==> config.mk <==
export PLATFORM = sky130hd
export DESIGN_NAME = dcc_packet_decoder_core
export DESIGN_NICKNAME = d
export VERILOG_FILES = /design/src/design/dccd_pkg.sv /design/src/design/dccd_cfg.sv /design/src/design/dccd_classify.sv /design/src/design/dccd_core.sv /design/src/design/dcc_packet_decoder_core.sv
export SDC_FILE = /design/constraint.sdc
export NUM_CORES = 1
export LEC_CHECK = 0
export BUFFER_PORTS_ARGS = -buffer_cell sky130_fd_sc_hd__buf_2
export CORE_ASPECT_RATIO = 1.1
export CORE_MARGIN = 1.5
export CORE_UTILIZATION = 30
export CTS_BUF_LIST = sky130_fd_sc_hd__clkbuf_2 sky130_fd_sc_hd__clkbuf_4 sky130_fd_sc_hd__clkbuf_8
export DETAILED_ROUTE_END_ITERATION = 8
export HOLD_SLACK_MARGIN = 0.15
export PLACE_DENSITY = 0.53
export SLEW_MARGIN = 10
export SYNTH_ARGS = -nofsm -noshare
export SYNTH_HDL_FRONTEND = slang
export SYNTH_SLANG_ARGS = --single-unit
==> constraint.sdc <==
create_clock -name aclk -period 6.77 [get_ports aclk]
set_input_delay 0.3385 -clock aclk [delete_from_list [all_inputs] [get_ports aclk]]
set_output_delay 0.3385 -clock aclk [all_outputs]
set_load 0.005 [all_outputs]
==> src/design/dccd_pkg.sv <==
`default_nettype none
package dccd_pkg;

    localparam int TICK_BITS = 16;
    localparam int CFG_BITS  = 16;
    localparam int BYTE_BITS = 8;
    localparam int CNT_BITS  = 8;
    localparam int BITS_LEFT_BITS = 4;
    localparam int CFG_INDEX_BITS = 3;

    localparam logic [CFG_BITS-1:0] ZERO_MIN_RESET  = CFG_BITS'(90 * 2);
    localparam logic [CFG_BITS-1:0] ONE_MIN_RESET   = CFG_BITS'(52 * 2);
    localparam logic [CFG_BITS-1:0] ONE_MAX_RESET   = CFG_BITS'(64 * 2);
    localparam logic [CFG_BITS-1:0] ONE_DELTA_RESET = CFG_BITS'(6 * 2);
    localparam logic [CNT_BITS-1:0] PREAMBLE_RESET  = CNT_BITS'(20);
    localparam logic [CNT_BITS-1:0] PREAMBLE_SAT    = {CNT_BITS{1'b1}};
    localparam logic [BITS_LEFT_BITS-1:0] BITS_PER_BYTE = BITS_LEFT_BITS'(BYTE_BITS);

    typedef enum logic [CFG_INDEX_BITS-1:0] {
        REG_ZERO_MIN  = 3'd0,
        REG_ONE_MIN   = 3'd1,
        REG_ONE_MAX   = 3'd2,
        REG_ONE_DELTA = 3'd3,
        REG_PREAMBLE  = 3'd4
    } reg_index_t;

    typedef enum logic [1:0] {
        PH_SEEK  = 2'd0,
        PH_START = 2'd1,
        PH_A     = 2'd2,
        PH_B     = 2'd3
    } phase_t;

    typedef enum logic [2:0] {
        ST_DATA   = 3'd0,
        ST_OK     = 3'd1,
        ST_CHECK  = 3'd2,
        ST_BADLEN = 3'd3,
        ST_MATCH  = 3'd4,
        ST_DELTA  = 3'd5
    } status_t;

    typedef enum logic [1:0] {
        CLS_ZERO = 2'd0,
        CLS_ONE  = 2'd1,
        CLS_BAD  = 2'd2
    } half_class_t;

    typedef struct packed {
        logic [CFG_BITS-1:0] zero_min;
        logic [CFG_BITS-1:0] one_min;
        logic [CFG_BITS-1:0] one_max;
        logic [CFG_BITS-1:0] one_delta_max;
        logic [CNT_BITS-1:0] preamble_min;
    } cfg_t;

endpackage
`default_nettype wire

==> src/design/dccd_cfg.sv <==
`default_nettype none
module dccd_cfg (
    input  wire logic                                aclk,
    input  wire logic                                aresetn,
    input  wire logic                                cfg_valid,
    input  wire logic [dccd_pkg::CFG_INDEX_BITS-1:0] cfg_index,
    input  wire logic [dccd_pkg::CFG_BITS-1:0]       cfg_data,
    output dccd_pkg::cfg_t                           cfg
);

    dccd_pkg::cfg_t cfg_reg;

    always_ff @(posedge aclk) begin
        if (!aresetn) begin
            cfg_reg.zero_min      <= dccd_pkg::ZERO_MIN_RESET;
            cfg_reg.one_min       <= dccd_pkg::ONE_MIN_RESET;
            cfg_reg.one_max       <= dccd_pkg::ONE_MAX_RESET;
            cfg_reg.one_delta_max <= dccd_pkg::ONE_DELTA_RESET;
            cfg_reg.preamble_min  <= dccd_pkg::PREAMBLE_RESET;
        end else if (cfg_valid) begin
            unique case (cfg_index)
                dccd_pkg::REG_ZERO_MIN:  cfg_reg.zero_min      <= cfg_data;
                dccd_pkg::REG_ONE_MIN:   cfg_reg.one_min       <= cfg_data;
                dccd_pkg::REG_ONE_MAX:   cfg_reg.one_max       <= cfg_data;
                dccd_pkg::REG_ONE_DELTA: cfg_reg.one_delta_max <= cfg_data;
                dccd_pkg::REG_PREAMBLE:
                    cfg_reg.preamble_min <= cfg_data[dccd_pkg::CNT_BITS-1:0];
                default: ;
            endcase
        end
    end

    assign cfg = cfg_reg;

endmodule
`default_nettype wire

==> src/design/dccd_classify.sv <==
`default_nettype none
module dccd_classify (
    input  wire logic [dccd_pkg::TICK_BITS-1:0] len,
    input  wire dccd_pkg::cfg_t                 cfg,
    output dccd_pkg::half_class_t               half_class
);

    // zero test wins when the ranges overlap
    always_comb begin
        if (len >= cfg.zero_min) begin
            half_class = dccd_pkg::CLS_ZERO;
        end else if (len >= cfg.one_min && len <= cfg.one_max) begin
            half_class = dccd_pkg::CLS_ONE;
        end else begin
            half_class = dccd_pkg::CLS_BAD;
        end
    end

endmodule
`default_nettype wire

==> src/design/dccd_core.sv <==
`default_nettype none
module dccd_core (
    input  wire logic                           aclk,
    input  wire logic                           aresetn,
    input  wire dccd_pkg::cfg_t                 cfg,
    input  wire logic                           s_valid,
    output logic                                s_ready,
    input  wire logic [dccd_pkg::TICK_BITS-1:0] s_period_ticks,
    output logic                                m_valid,
    input  wire logic                           m_ready,
    output logic [2:0]                          m_status,
    output logic [dccd_pkg::BYTE_BITS-1:0]      m_byte_value,
    output logic                                m_packet_end
);

    localparam int BB = dccd_pkg::BYTE_BITS;
    localparam int TB = dccd_pkg::TICK_BITS;

    logic          in_valid_reg;
    logic [TB-1:0] in_len_reg;

    dccd_pkg::phase_t               phase_reg, phase_next;
    logic [dccd_pkg::CNT_BITS-1:0]  count_reg, count_next;
    logic                           first_bit_reg, first_bit_next;
    logic [TB-1:0]                  first_len_reg, first_len_next;
    logic [dccd_pkg::BITS_LEFT_BITS-1:0] bits_left_reg, bits_left_next;
    logic [BB-1:0]                  shift_reg, shift_next;
    logic [BB-1:0]                  xor_reg, xor_next;

    logic                res_valid_reg;
    dccd_pkg::status_t   res_status_reg, res_status_next;
    logic [BB-1:0]       res_byte_reg, res_byte_next;
    logic                res_end_reg, res_end_next;
    logic                emit;

    dccd_pkg::half_class_t half_class;
    logic                  bit_val;
    logic [TB-1:0]         delta;
    logic                  proc;

    // advance the item in the input register only when the result slot frees up
    assign proc    = in_valid_reg && (!res_valid_reg || m_ready);
    assign s_ready = !in_valid_reg || proc;

    always_ff @(posedge aclk) begin
        if (!aresetn) begin
            in_valid_reg <= 1'b0;
        end else if (s_ready) begin
            in_valid_reg <= s_valid;
        end
    end

    always_ff @(posedge aclk) begin
        if (s_ready && s_valid) begin
            in_len_reg <= s_period_ticks;
        end
    end

    dccd_classify u_classify (
        .len        (in_len_reg),
        .cfg        (cfg),
        .half_class (half_class)
    );

    assign bit_val = (half_class == dccd_pkg::CLS_ONE);
    assign delta   = (in_len_reg > first_len_reg) ? in_len_reg - first_len_reg
                                                  : first_len_reg - in_len_reg;

    always_comb begin
        phase_next      = phase_reg;
        count_next      = count_reg;
        first_bit_next  = first_bit_reg;
        first_len_next  = first_len_reg;
        bits_left_next  = bits_left_reg;
        shift_next      = shift_reg;
        xor_next        = xor_reg;
        emit            = 1'b0;
        res_status_next = dccd_pkg::ST_DATA;
        res_byte_next   = '0;
        res_end_next    = 1'b1;
        if (half_class == dccd_pkg::CLS_BAD) begin
            phase_next      = dccd_pkg::PH_SEEK;
            count_next      = '0;
            emit            = 1'b1;
            res_status_next = dccd_pkg::ST_BADLEN;
        end else begin
            unique case (phase_reg)
                dccd_pkg::PH_SEEK: begin
                    if (bit_val) begin
                        if (count_reg != dccd_pkg::PREAMBLE_SAT) begin
                            count_next = count_reg + 1'b1;
                        end
                    end else if (count_reg >= cfg.preamble_min) begin
                        phase_next = dccd_pkg::PH_START;
                    end else begin
                        count_next = '0;
                    end
                end
                dccd_pkg::PH_START: begin
                    if (bit_val) begin
                        phase_next = dccd_pkg::PH_SEEK;
                        count_next = '0;
                    end else begin
                        bits_left_next = dccd_pkg::BITS_PER_BYTE;
                        xor_next       = '0;
                        phase_next     = dccd_pkg::PH_A;
                    end
                end
                dccd_pkg::PH_A: begin
                    first_bit_next = bit_val;
                    first_len_next = in_len_reg;
                    phase_next     = dccd_pkg::PH_B;
                end
                dccd_pkg::PH_B: begin
                    if (first_bit_reg != bit_val) begin
                        phase_next      = dccd_pkg::PH_SEEK;
                        count_next      = '0;
                        emit            = 1'b1;
                        res_status_next = dccd_pkg::ST_MATCH;
                    end else if (bit_val && delta > cfg.one_delta_max) begin
                        phase_next      = dccd_pkg::PH_SEEK;
                        count_next      = '0;
                        emit            = 1'b1;
                        res_status_next = dccd_pkg::ST_DELTA;
                    end else if (bits_left_reg != '0) begin
                        shift_next     = {shift_reg[BB-2:0], bit_val};
                        bits_left_next = bits_left_reg - 1'b1;
                        phase_next     = dccd_pkg::PH_A;
                    end else if (!bit_val) begin
                        xor_next        = xor_reg ^ shift_reg;
                        bits_left_next  = dccd_pkg::BITS_PER_BYTE;
                        phase_next      = dccd_pkg::PH_A;
                        emit            = 1'b1;
                        res_status_next = dccd_pkg::ST_DATA;
                        res_byte_next   = shift_reg;
                        res_end_next    = 1'b0;
                    end else begin
                        phase_next      = dccd_pkg::PH_SEEK;
                        count_next      = '0;
                        emit            = 1'b1;
                        res_byte_next   = shift_reg;
                        res_status_next = (shift_reg != xor_reg) ? dccd_pkg::ST_CHECK
                                                                 : dccd_pkg::ST_OK;
                    end
                end
                default: ;
            endcase
        end
    end

    always_ff @(posedge aclk) begin
        if (!aresetn) begin
            phase_reg     <= dccd_pkg::PH_SEEK;
            count_reg     <= '0;
            first_bit_reg <= 1'b0;
            first_len_reg <= '0;
            bits_left_reg <= '0;
            shift_reg     <= '0;
            xor_reg       <= '0;
        end else if (proc) begin
            phase_reg     <= phase_next;
            count_reg     <= count_next;
            first_bit_reg <= first_bit_next;
            first_len_reg <= first_len_next;
            bits_left_reg <= bits_left_next;
            shift_reg     <= shift_next;
            xor_reg       <= xor_next;
        end
    end

    always_ff @(posedge aclk) begin
        if (!aresetn) begin
            res_valid_reg <= 1'b0;
        end else if (proc) begin
            res_valid_reg <= emit;
        end else if (m_ready) begin
            res_valid_reg <= 1'b0;
        end
    end

    always_ff @(posedge aclk) begin
        if (proc && emit) begin
            res_status_reg <= res_status_next;
            res_byte_reg   <= res_byte_next;
            res_end_reg    <= res_end_next;
        end
    end

    assign m_valid      = res_valid_reg;
    assign m_status     = res_status_reg;
    assign m_byte_value = res_byte_reg;
    assign m_packet_end = res_end_reg;

    a_end_flag: assert property (@(posedge aclk) disable iff (!aresetn)
        res_valid_reg |-> (res_end_reg == (res_status_reg != dccd_pkg::ST_DATA)))
        else $error("packet_end disagrees with status");

    a_bits_left: assert property (@(posedge aclk) disable iff (!aresetn)
        bits_left_reg <= dccd_pkg::BITS_PER_BYTE)
        else $error("bit counter out of range");

    a_end_resync: assert property (@(posedge aclk) disable iff (!aresetn)
        (proc && emit && res_end_next) |=>
            (phase_reg == dccd_pkg::PH_SEEK && count_reg == '0))
        else $error("no resync after packet end or error");

    a_no_drop: assert property (@(posedge aclk) disable iff (!aresetn)
        (res_valid_reg && !m_ready) |-> !proc)
        else $error("result overwritten while stalled");

endmodule
`default_nettype wire

==> src/design/dcc_packet_decoder_core.sv <==
`default_nettype none
// Channel   Direction  Handshake            Payload
// s_        in         s_valid / s_ready    s_period_ticks[15:0]
// m_        out        m_valid / m_ready    m_status[2:0], m_byte_value[7:0], m_packet_end
// cfg_      in         cfg_valid / cfg_ready cfg_index[2:0], cfg_data[15:0]
//
// One half-bit period per clock sustained while m_ready keeps results moving; each period
// is registered in the input register, then any result it gives in the result register.
// The state update is one pass of compare/shift logic between those registers.
// Reset clears the decoder state and loads the default thresholds.
// A stalled result holds the input register, then s_ready drops; cfg_ready is always high.
module dcc_packet_decoder_core (
    input  wire logic                                aclk,
    input  wire logic                                aresetn,
    input  wire logic                                s_valid,
    output logic                                     s_ready,
    input  wire logic [dccd_pkg::TICK_BITS-1:0]      s_period_ticks,
    output logic                                     m_valid,
    input  wire logic                                m_ready,
    output logic [2:0]                               m_status,
    output logic [dccd_pkg::BYTE_BITS-1:0]           m_byte_value,
    output logic                                     m_packet_end,
    input  wire logic                                cfg_valid,
    output logic                                     cfg_ready,
    input  wire logic [dccd_pkg::CFG_INDEX_BITS-1:0] cfg_index,
    input  wire logic [dccd_pkg::CFG_BITS-1:0]       cfg_data
);

    dccd_pkg::cfg_t cfg;

    assign cfg_ready = 1'b1;

    dccd_cfg u_cfg (
        .aclk      (aclk),
        .aresetn   (aresetn),
        .cfg_valid (cfg_valid),
        .cfg_index (cfg_index),
        .cfg_data  (cfg_data),
        .cfg       (cfg)
    );

    dccd_core u_core (
        .aclk           (aclk),
        .aresetn        (aresetn),
        .cfg            (cfg),
        .s_valid        (s_valid),
        .s_ready        (s_ready),
        .s_period_ticks (s_period_ticks),
        .m_valid        (m_valid),
        .m_ready        (m_ready),
        .m_status       (m_status),
        .m_byte_value   (m_byte_value),
        .m_packet_end   (m_packet_end)
    );

endmodule
`default_nettype wire

==> results.json, run 1 <==
{
  "yosys.area.top_type": "dfxtp_1",
  "grt_pass1_wl_um": 39450,
  "coreArea_um2": 29810,
  "synth_area_leaders": "dfxtp_1 26%, ha_1 14%, edfxtp_1 9.2%, nand2_1 7.8%, a21oi_1 5.8%",
  "grt.met2_usage": 0.2767,
  "dp.final_hpwl_um": 17740,
  "start_kind": "flip-flop",
  "endpoint_kind": "flip-flop",
  "place_congestion": 0.8323,
  "grt_use_met1": 0.2042,
  "rsz0062_at_grt": "false",
  "slew_viol_final": 0,
  "finalWirelength_um": 24400,
  "max_stage_delay_ps": 430,
  "wire_per_inst_um": 15.43,
  "ys_ff_latch": 149,
  "setup_tns_ps": 0,
  "powerDensity_nw_per_um2": 180.7,
  "sequentialPowerShare": 0.497,
  "grt_util_all_layers": 0.1600,
  "crit_slowest_cell": "a21o_1",
  "yosysMostFrequentCell": "nand2_1",
  "irDropWorstVdd_mv": 0.1182,
  "p_leak_nw": 4.366,
  "status": "complete, no violations",
  "drc_errors": 0,
  "worst_ep_arrival_time_ps": 6650,
  "clockBufferDepth": 2,
  "synth_edf_count": 28,
  "finalClockSkew_ps": 19.88,
  "ios": 55,
  "p_clk_frac": 0.349,
  "cts_root_buf": "clkbuf_8",
  "grt_pass1_vias": 7463,
  "port_buffers": 53,
  "intPower_w": 0.001303,
  "cts_buffers": 17,
  "worst-path-max-fanout": 10,
  "top_usage_layer": "met2",
  "rows": 66,
  "r2r_slack_ps": 540,
  "synth.top_cell.area_share": 0.2645,
  "tightest_slew_ps": 1159,
  "ctsHoldBuffers": 26,
  "use_met3": 0.02455,
  "swShare": 0.3089,
  "cts.sinks": 149,
  "post_cts_buffers": 0,
  "cts_tree": "done",
  "fin_crit_sh": 0.9196,
  "syn_nets": 1240,
  "async_flop_share": 0,
  "viasPerCell": 4.829,
  "yosys-top-cells-count": "190 x nand2_1, 123 x inv_1, 121 x dfxtp_1",
  "die_w_um": 169.6,
  "final_cells": 1581,
  "yosysWarnings": 0,
  "grt_start_max_net_pins": 92,
  "setup_viol": 0,
  "p_comb_frac": 0.155,
  "syn-cell-area_um2": 9158,
  "drive_above_1_share": 0.1041,
  "cp.required_ps": 7190,
  "clk_pin_slew_ps": 100,
  "cts_htree_levels": 4,
  "overflow": 0,
  "synth.distinct_cells": 79,
  "dp_cells": 1522,
  "yosysSeqAreaShare": 0.3563,
  "synthCells": 1093,
  "worstSetupPathType": "reg -> reg",
  "antenna_left": 0,
  "via_count": 7635,
  "start_util": 0.3072,
  "first_pass_iters": 5,
  "report.final.hold_viol_count": 0,
  "synth_ff_type": "dfxtp_1",
  "relSlewSlack": 0.2275,
  "dieHeight_um": 186.2,
  "period_minus_slack_ps": 6226,
  "post_cts_resized": 0,
  "fillers": 3133,
  "p_sw_w": 0.0005822,
  "drt_iter0_drc": 304,
  "hp-class": "in -> reg",
  "cp_common_cell": "o211ai_1",
  "nets": 1306,
  "syn_area_per_cell_um2": 8.378,
  "max_cap_violations": 0,
  "clk_latency_ps": 470,
  "largest_reg_flops": 72,
  "syn2layout_area_growth_pct": 13.90,
  "die_area_um2": 31580,
  "fmax_mhz": 160.6,
  "antenna_found_initial": 1
}
## cell families (layout without fill, tap and decap cells)
logic type | after synthesis | count (layout) | synth area share
AND/OR/NAND/NOR | 348 | 348 | 0.1697
AO/OA/AOI/OAI | 258 | 258 | 0.1858
buffers and inverters | 169 | 248 | 0.07556
flip-flops | 149 | 149 | 0.3563
adder cells (fa/ha/maj) | 107 | 107 | 0.1478
multiplexers | 37 | 37 | 0.04140
XOR/XNOR | 24 | 24 | 0.02295
other | 1 | 2 | 0.0004095
## area by class of cell
class	count	area, µm²	share of cell area
repair buffers	93	630.6	0.06046
diodes	1	2.502	0.0002399
clock inverters	15	120.1	0.01152
clock buffers	17	234.0	0.02243
multi-input cells	775	5207	0.4993
inverters	123	461.7	0.04427
flip-flops and latches	149	3263	0.3129
well taps	408	510.5	0.04894
## per-stage QoR
stage / util / hold slack [ps] / setup slack [ps] / power, W / area (µm²)
2_1_floorplan: - / 436.3 / 1099 / 0.001147 / 9158
3_3_place_gp: 0.3292 / 443.2 / 764.7 / 0.001235 / 9813
3_5_place_dp: 0.3292 / 446.3 / 651.6 / 0.001236 / 9813
4_1_cts: 0.3498 / 151.6 / 625.1 / 0.001909 / 10430
5_1_grt: 0.3498 / 173.2 / 132.1 / 0.001980 / 10430
6_report: 0.3499 / 166.5 / 544.2 / 0.001885 / 10430
## final timing paths
kind,cells past startpoint,startpoint,to
setup reg to reg,25,u_core.in_len_reg[0],u_core.count_reg[3]
setup / recovery,25,u_core.in_len_reg[0],u_core.count_reg[3]
hold / removal,3,cfg_data[0],u_cfg.cfg[0]
hold reg to reg,2,u_cfg.cfg[52],u_cfg.cfg[52]
## power by group through the flow
stage / logic [W] / clock network, W / registers (W)
5_1_grt: 0.000330 / 0.000711 / 0.000939
4_1_cts: 0.000293 / 0.000678 / 0.000937
3_5_place_dp: 0.000278 / 0 / 0.000958
6_report: 0.000291 / 0.000657 / 0.000937
3_3_place_gp: 0.000277 / 0 / 0.000958
2_1_floorplan: 0.000193 / 0 / 0.000954
## cell usage in the layout, fill, tap and decap left out, drive strengths merged, types with 4 or more instances in the layout
cell type | synthesis | routed
nand2 | 190 | 190
inv | 123 | 130
dfxtp | 121 | 121
a21oi | 106 | 106
ha | 105 | 105
nor2 | 69 | 69
buf | 15 | 67
a21o | 33 | 33
mux2i | 33 | 33
edfxtp | 28 | 28
o21ai | 28 | 28
dlygate4sd3 | 0 | 26
nand3 | 19 | 19
clkbuf | 31 | 17
o211ai | 17 | 17
xnor2 | 15 | 15
nand4 | 12 | 12
and3 | 10 | 10
nor4 | 10 | 10
o31ai | 10 | 10
xor2 | 9 | 9
a211oi | 9 | 9
and2 | 8 | 8
nor3 | 7 | 7
nand2b | 6 | 6
o21bai | 6 | 6
a31oi | 6 | 6
a221oi | 5 | 5
nor2b | 4 | 4
a211o | 4 | 4
o21a | 4 | 4
a22o | 4 | 4
clkinvlp | 0 | 4
mux2 | 4 | 4
clkinv | 0 | 4
## worst max-delay path, delay by kind of cell, from the launching register on
kind / cells / cell delay [ps]
adders and majority gates: 3 / 850
DFF: 1 / 420
muxes: 1 / 370
xor gates and xnor gates: 1 / 70
and+or+nand+nor: 3 / 780
buffers and inverters: 4 / 740
AOI/OAI and AO/OA: 13 / 2950
## per-layer routing
layer | share of wire | vias up
met3 | 0.038 | 29
met1 | 0.46 | 3551
met5 | 0 | -
met4 | 0.023 | 0
li1 | - | 3901
met2 | 0.48 | 154
Power figures use the tool's default switching activity.
==> run 2, diff against run 1 <==
- CORE_UTILIZATION: 30 -> 64
- PLACE_DENSITY: 0.53 -> 0.91
==> run 2 against run 1 <==
Net effect: hold slack better by 9.9 ps; first-iteration DRC count up 110%; combinational power barely moved; via count up 6.1%; critical path type unchanged; largest power group unchanged; highest routed layer unchanged.
==> results.json, run 2 (synthesis gave the netlist of run 1 again) <==
{
  "max_cap_violations": 0,
  "cp_num_buf_inv": 4,
  "syn2layout_area_growth_pct": 11.75,
  "first_pass_iters": 5,
  "r2r_cells": 25,
  "wire_per_inst_um": 16.86,
  "dieHeight_um": 128.5,
  "fin_crit_sh": 0.9326,
  "layout_common_cells": "190 x nand2_1, 122 x inv_1, 121 x dfxtp_1",
  "cts_tree": "done",
  "hp-class": "in -> reg",
  "p_total_w": 0.001964,
  "nets": 1310,
  "worst-path-max-fanout": 10,
  "drive_above_1_share": 0.1071,
  "clk_latency_ps": 470,
  "status": "complete, no violations",
  "place_congestion": 0.9094,
  "fillers": 1029,
  "drc_errors": 0,
  "via_count": 8104,
  "antenna_found_initial": 0,
  "start_kind": "flip-flop",
  "clockBufferDepth": 2,
  "die_w_um": 117.1,
  "worst_ep_arrival_time_ps": 6720,
  "n_antenna_cell": 0,
  "coreArea_um2": 13910,
  "post_cts_resized": 0,
  "multi_input_area_um2": 5202,
  "rsz0062_at_grt": "false",
  "cp.required_ps": 7180,
  "final_cells": 1364,
  "ios": 55,
  "grt_start_max_net_pins": 59,
  "die_area_um2": 15040,
  "powerDensity_nw_per_um2": 192.0,
  "setup_viol": 0,
  "antenna_left": 0,
  "tightest_slew_ps": 1107,
  "crit_family": "compound AO/OA/AOI/OAI gates",
  "worstSetupPathType": "reg -> reg",
  "grt_util_all_layers": 0.3131,
  "cp_common_cell": "o211ai_1",
  "dp_cells": 1300,
  "p_leak_nw": 4.417,
  "grt_pass1_wl_um": 36580,
  "cts_htree_levels": 4,
  "crit_slowest_cell": "edfxtp_1",
  "finalWirelength_um": 23000,
  "irDropWorstVdd_mv": 0.1483,
  "overflow": 0,
  "endpoint_kind": "flip-flop",
  "hold_depth": 3,
  "seq_area_um2": 3263,
  "viasPerCell": 5.941,
  "clk_pin_slew_ps": 100,
  "cts_buffers": 17,
  "slew_viol_final": 0,
  "relSlewSlack": 0.2619,
  "dp.final_hpwl_um": 16050,
  "drt_iter0_drc": 649,
  "largest_reg_flops": 72,
  "period_minus_slack_ps": 6313,
  "finalClockSkew_ps": 14.60,
  "grt_pass1_vias": 7819,
  "rows": 45,
  "setup_tns_ps": 0,
  "report.final.hold_viol_count": 0,
  "cts_root_buf": "clkbuf_8",
  "start_util": 0.6585,
  "fmax_mhz": 158.4,
  "worstSetupPathDepth": 25,
  "max_stage_delay_ps": 430,
  "cts.sinks": 149,
  "whs_ps": 176.4,
  "port_buffers": 53,
  "layout_commonest_cell": "nand2_1"
}
-- run 2: metal layers --
layer | wire [µm] | up-vias | share of wire | global-route usage
met5 | 0 | - | 0 | 0
met4 | 996 | 0 | 0.043 | 0.1673
met3 | 1291 | 74 | 0.056 | 0.05935
met2 | 11420 | 358 | 0.50 | 0.5445
met1 | 9294 | 3774 | 0.40 | 0.3626
li1 | - | 3898 | - | -
-- run 2: per-stage QoR --
| stage | worst slack, ps | util | cell area, µm² |
|---|---|---|---|
| after floorplan | 1099 | - | 9158 |
| after global placement | 691.5 | 0.6844 | 9518 |
| after detailed placement | 331.4 | 0.6844 | 9518 |
| after CTS | 313.4 | 0.7326 | 10190 |
| after global routing | 48.48 | 0.7359 | 10230 |
| final | 456.5 | 0.7359 | 10230 |
-- run 2: area by class of cell --
cell class	instances	area share
well taps	188	0.02299
multi-input cells	775	0.5084
inverters	123	0.04512
flip-flops and latches	149	0.3189
repair buffers	97	0.06456
clock inverters	15	0.01724
clock buffers	17	0.02286
-- run 2: worst paths after layout --
path / from / endpoint / slack (ps)
setup / recovery: u_core.in_len_reg[0] / u_core.count_reg[4] / 460
hold / removal: cfg_data[0] / u_cfg.cfg[24] / 180
setup reg to reg: u_core.in_len_reg[0] / u_core.count_reg[4] / 460
hold reg to reg: u_cfg.cfg[30] / u_cfg.cfg[30] / 460
-- run 2: power by group --
| group | switching, W | internal (W) |
|---|---|---|
| clock network | 0.000368 | 0.000366 |
| logic | 0.000172 | 0.000121 |
| registers | 0.0000143 | 0.000922 |
-- run 2: worst register-to-register path: cells and delay by family (launching register included) --
family | cells | cell delay, ps
AND/OR/NAND/NOR | 3 | 810
XOR/XNOR | 1 | 80
AO/OA/AOI/OAI | 13 | 2970
multiplexers | 1 | 370
flip-flops | 1 | 430
buffers and inverters | 4 | 730
adder cells (fa/ha/maj) | 3 | 860
-- run 2: repair_timing --
| action | CTS | global route |
|---|---|---|
| hold buffers | 26 | 0 |
| buffers inserted | 0 | 6 |
| endpoints found under the setup margin | 0 | 1 |
| endpoints found under the hold margin | 42 | 0 |
==> run 3, diff against run 2 <==
- CORE_UTILIZATION: 64 -> 40
- PLACE_DENSITY: 0.91 -> 0.64
- SLEW_MARGIN: 10 -> not set
==> run 3 against run 2 <==
Net effect: die area up 58%; highest routed layer unchanged; clock power shrank 3%; routed wire length fell by 2.1%; non-clock buffer count shrank 1; largest cell class unchanged; via count fell by 4.9%; final cell count rose by 7.8%; utilization shrank 27 points; largest power group unchanged; worst setup slack improved by 210 ps; design area increased by 1.3%; total power down 1.2%; first-iteration DRC count fell by 38%; global-route usage fell by 12 points.
==> results.json, run 3 (synthesis gave the netlist of run 1 again) <==
{
  "die_area_um2": 23810,
  "worst_ep_arrival_time_ps": 6500,
  "p_leak_nw": 4.401,
  "p_sw_w": 0.0005646,
  "p_clk_frac": 0.369,
  "coreArea_um2": 22250,
  "p_total_w": 0.001942,
  "antenna_left": 0,
  "rsz0062_at_grt": "false",
  "hp-class": "in -> reg",
  "overflow": 0,
  "drc_errors": 0,
  "finalClockSkew_ps": 16.37,
  "setup_tns_ps": 0,
  "start_kind": "flip-flop",
  "fillers": 2221,
  "endpoint_kind": "flip-flop",
  "viasPerCell": 5.241,
  "layout_common_cells": "190 x nand2_1, 122 x inv_1, 121 x dfxtp_1",
  "clk_latency_ps": 470,
  "irDropWorstVdd_mv": 0.08690,
  "n_antenna_cell": 0,
  "largest_reg_flops": 72,
  "port_buffers": 53,
  "cp.required_ps": 7160,
  "grt_util_all_layers": 0.1958,
  "pre_cts_slack_ps": 757.9,
  "p_comb_frac": 0.150,
  "final_cells": 1470,
  "cts.sinks": 149,
  "nets": 1309,
  "finalWirelength_um": 22530,
  "dp.final_hpwl_um": 16430,
  "antenna_found_initial": 0,
  "setup_viol": 0,
  "multi_input_area_um2": 5207,
  "clk_pin_slew_ps": 90,
  "fin_ws_ps": 665.9,
  "layout_commonest_cell": "nand2_1",
  "cts_htree_levels": 4,
  "dieHeight_um": 161.7,
  "grt_pass1_wl_um": 37180,
  "drt_iter0_drc": 405,
  "start_util": 0.4115,
  "first_pass_iters": 5,
  "post_cts_buffers": 0,
  "relSlewSlack": 0.2982,
  "slew_viol_final": 0,
  "powerDensity_nw_per_um2": 187.3,
  "whs_ps": 175.9,
  "tightest_slew_ps": 1053,
  "syn2layout_area_growth_pct": 13.20,
  "max_cap_violations": 0,
  "intPower_w": 0.001377,
  "status": "complete, no violations",
  "die_w_um": 147.3,
  "place_congestion": 0.8637,
  "rows": 57,
  "fmax_mhz": 163.8,
  "grt_pass1_vias": 7406,
  "ios": 55,
  "drive_above_1_share": 0.1064,
  "grt_start_max_net_pins": 80,
  "worst-path-max-fanout": 11,
  "swShare": 0.2908,
  "clockBufferDepth": 2,
  "wire_per_inst_um": 15.33,
  "period_minus_slack_ps": 6104,
  "cts_root_buf": "clkbuf_8",
  "seq_area_um2": 3263,
  "fin_crit_sh": 0.9016,
  "cts_tree": "done",
  "report.final.hold_viol_count": 0,
  "dp_cells": 1410,
  "sequentialPowerShare": 0.482,
  "via_count": 7705,
  "worstSetupPathType": "reg -> reg",
  "cts_buffers": 17
}
-- run 3: layout make-up --
class                           instances  share of cell area
Multi-Input combinational cell        775              0.5024
Tap cell                              295             0.03561
Clock inverter                         15             0.01666
Sequential cell                       149              0.3148
Inverter                              123             0.04454
Timing Repair Buffer                   96             0.06349
Clock buffer                           17             0.02257
-- run 3: routing by layer --
layer	global-route usage	wire length [µm]	vias to the layer above
met3	0.02893	745	33
met1	0.2382	10150	3628
li1	-	-	3895
met4	0.07545	563	0
met5	0	0	-
met2	0.3478	11070	149
-- run 3: final timing paths --
path,startpoint,end,slack [ps],depth (start not counted)
setup reg to reg,u_core.in_len_reg[0],u_core.count_reg[6],670,24
setup / recovery,u_core.in_len_reg[0],u_core.count_reg[6],670,24
hold reg to reg,u_cfg.cfg[14],u_cfg.cfg[14],460,2
hold / removal,cfg_data[2],u_cfg.cfg[42],180,3
-- run 3: power groups by stage --
stage                     clock network, W  logic, W  registers (W)
after floorplan                          0  0.000193       0.000954
after global placement                   0  0.000272       0.000956
after detailed placement                 0  0.000276       0.000956
after CTS                         0.000738  0.000291       0.000936
after global routing              0.000776  0.000326       0.000938
final                             0.000716  0.000291       0.000935
-- run 3: timing repair --
| item | in CTS | in global routing |
|---|---|---|
| gates resized for setup | 0 | 0 |
| endpoints found under the hold margin | 49 | 0 |
| hold buffers | 28 | 0 |
-- run 3: critical path, cell delays in order (launching register included) --
cell      delay [ps]
edfxtp_1         420
inv_1            150
ha_1             160
inv_1             50
fa_1             400
a21oi_1          240
o211ai_2         160
a221oi_2         340
a21o_1           430
buf_4            260
mux2_2           360
a211o_1          300
a21oi_1          150
xnor2_1           90
ha_1             280
nand3_1           90
nor4_1           360
a21bo_1          250
o211ai_1         190
a211oi_1         140
o211ai_1         170
o211ai_1         220
buf_4            250
or4_1            460
mux2i_1          120
-- run 3: stage by stage --
step,instance area (µm²),utilization
2_1_floorplan,9158,-
5_1_grt,10370,0.4659
3_3_place_gp,9679,0.4350
4_1_cts,10370,0.4659
6_report,10370,0.4659
3_5_place_dp,9679,0.4350
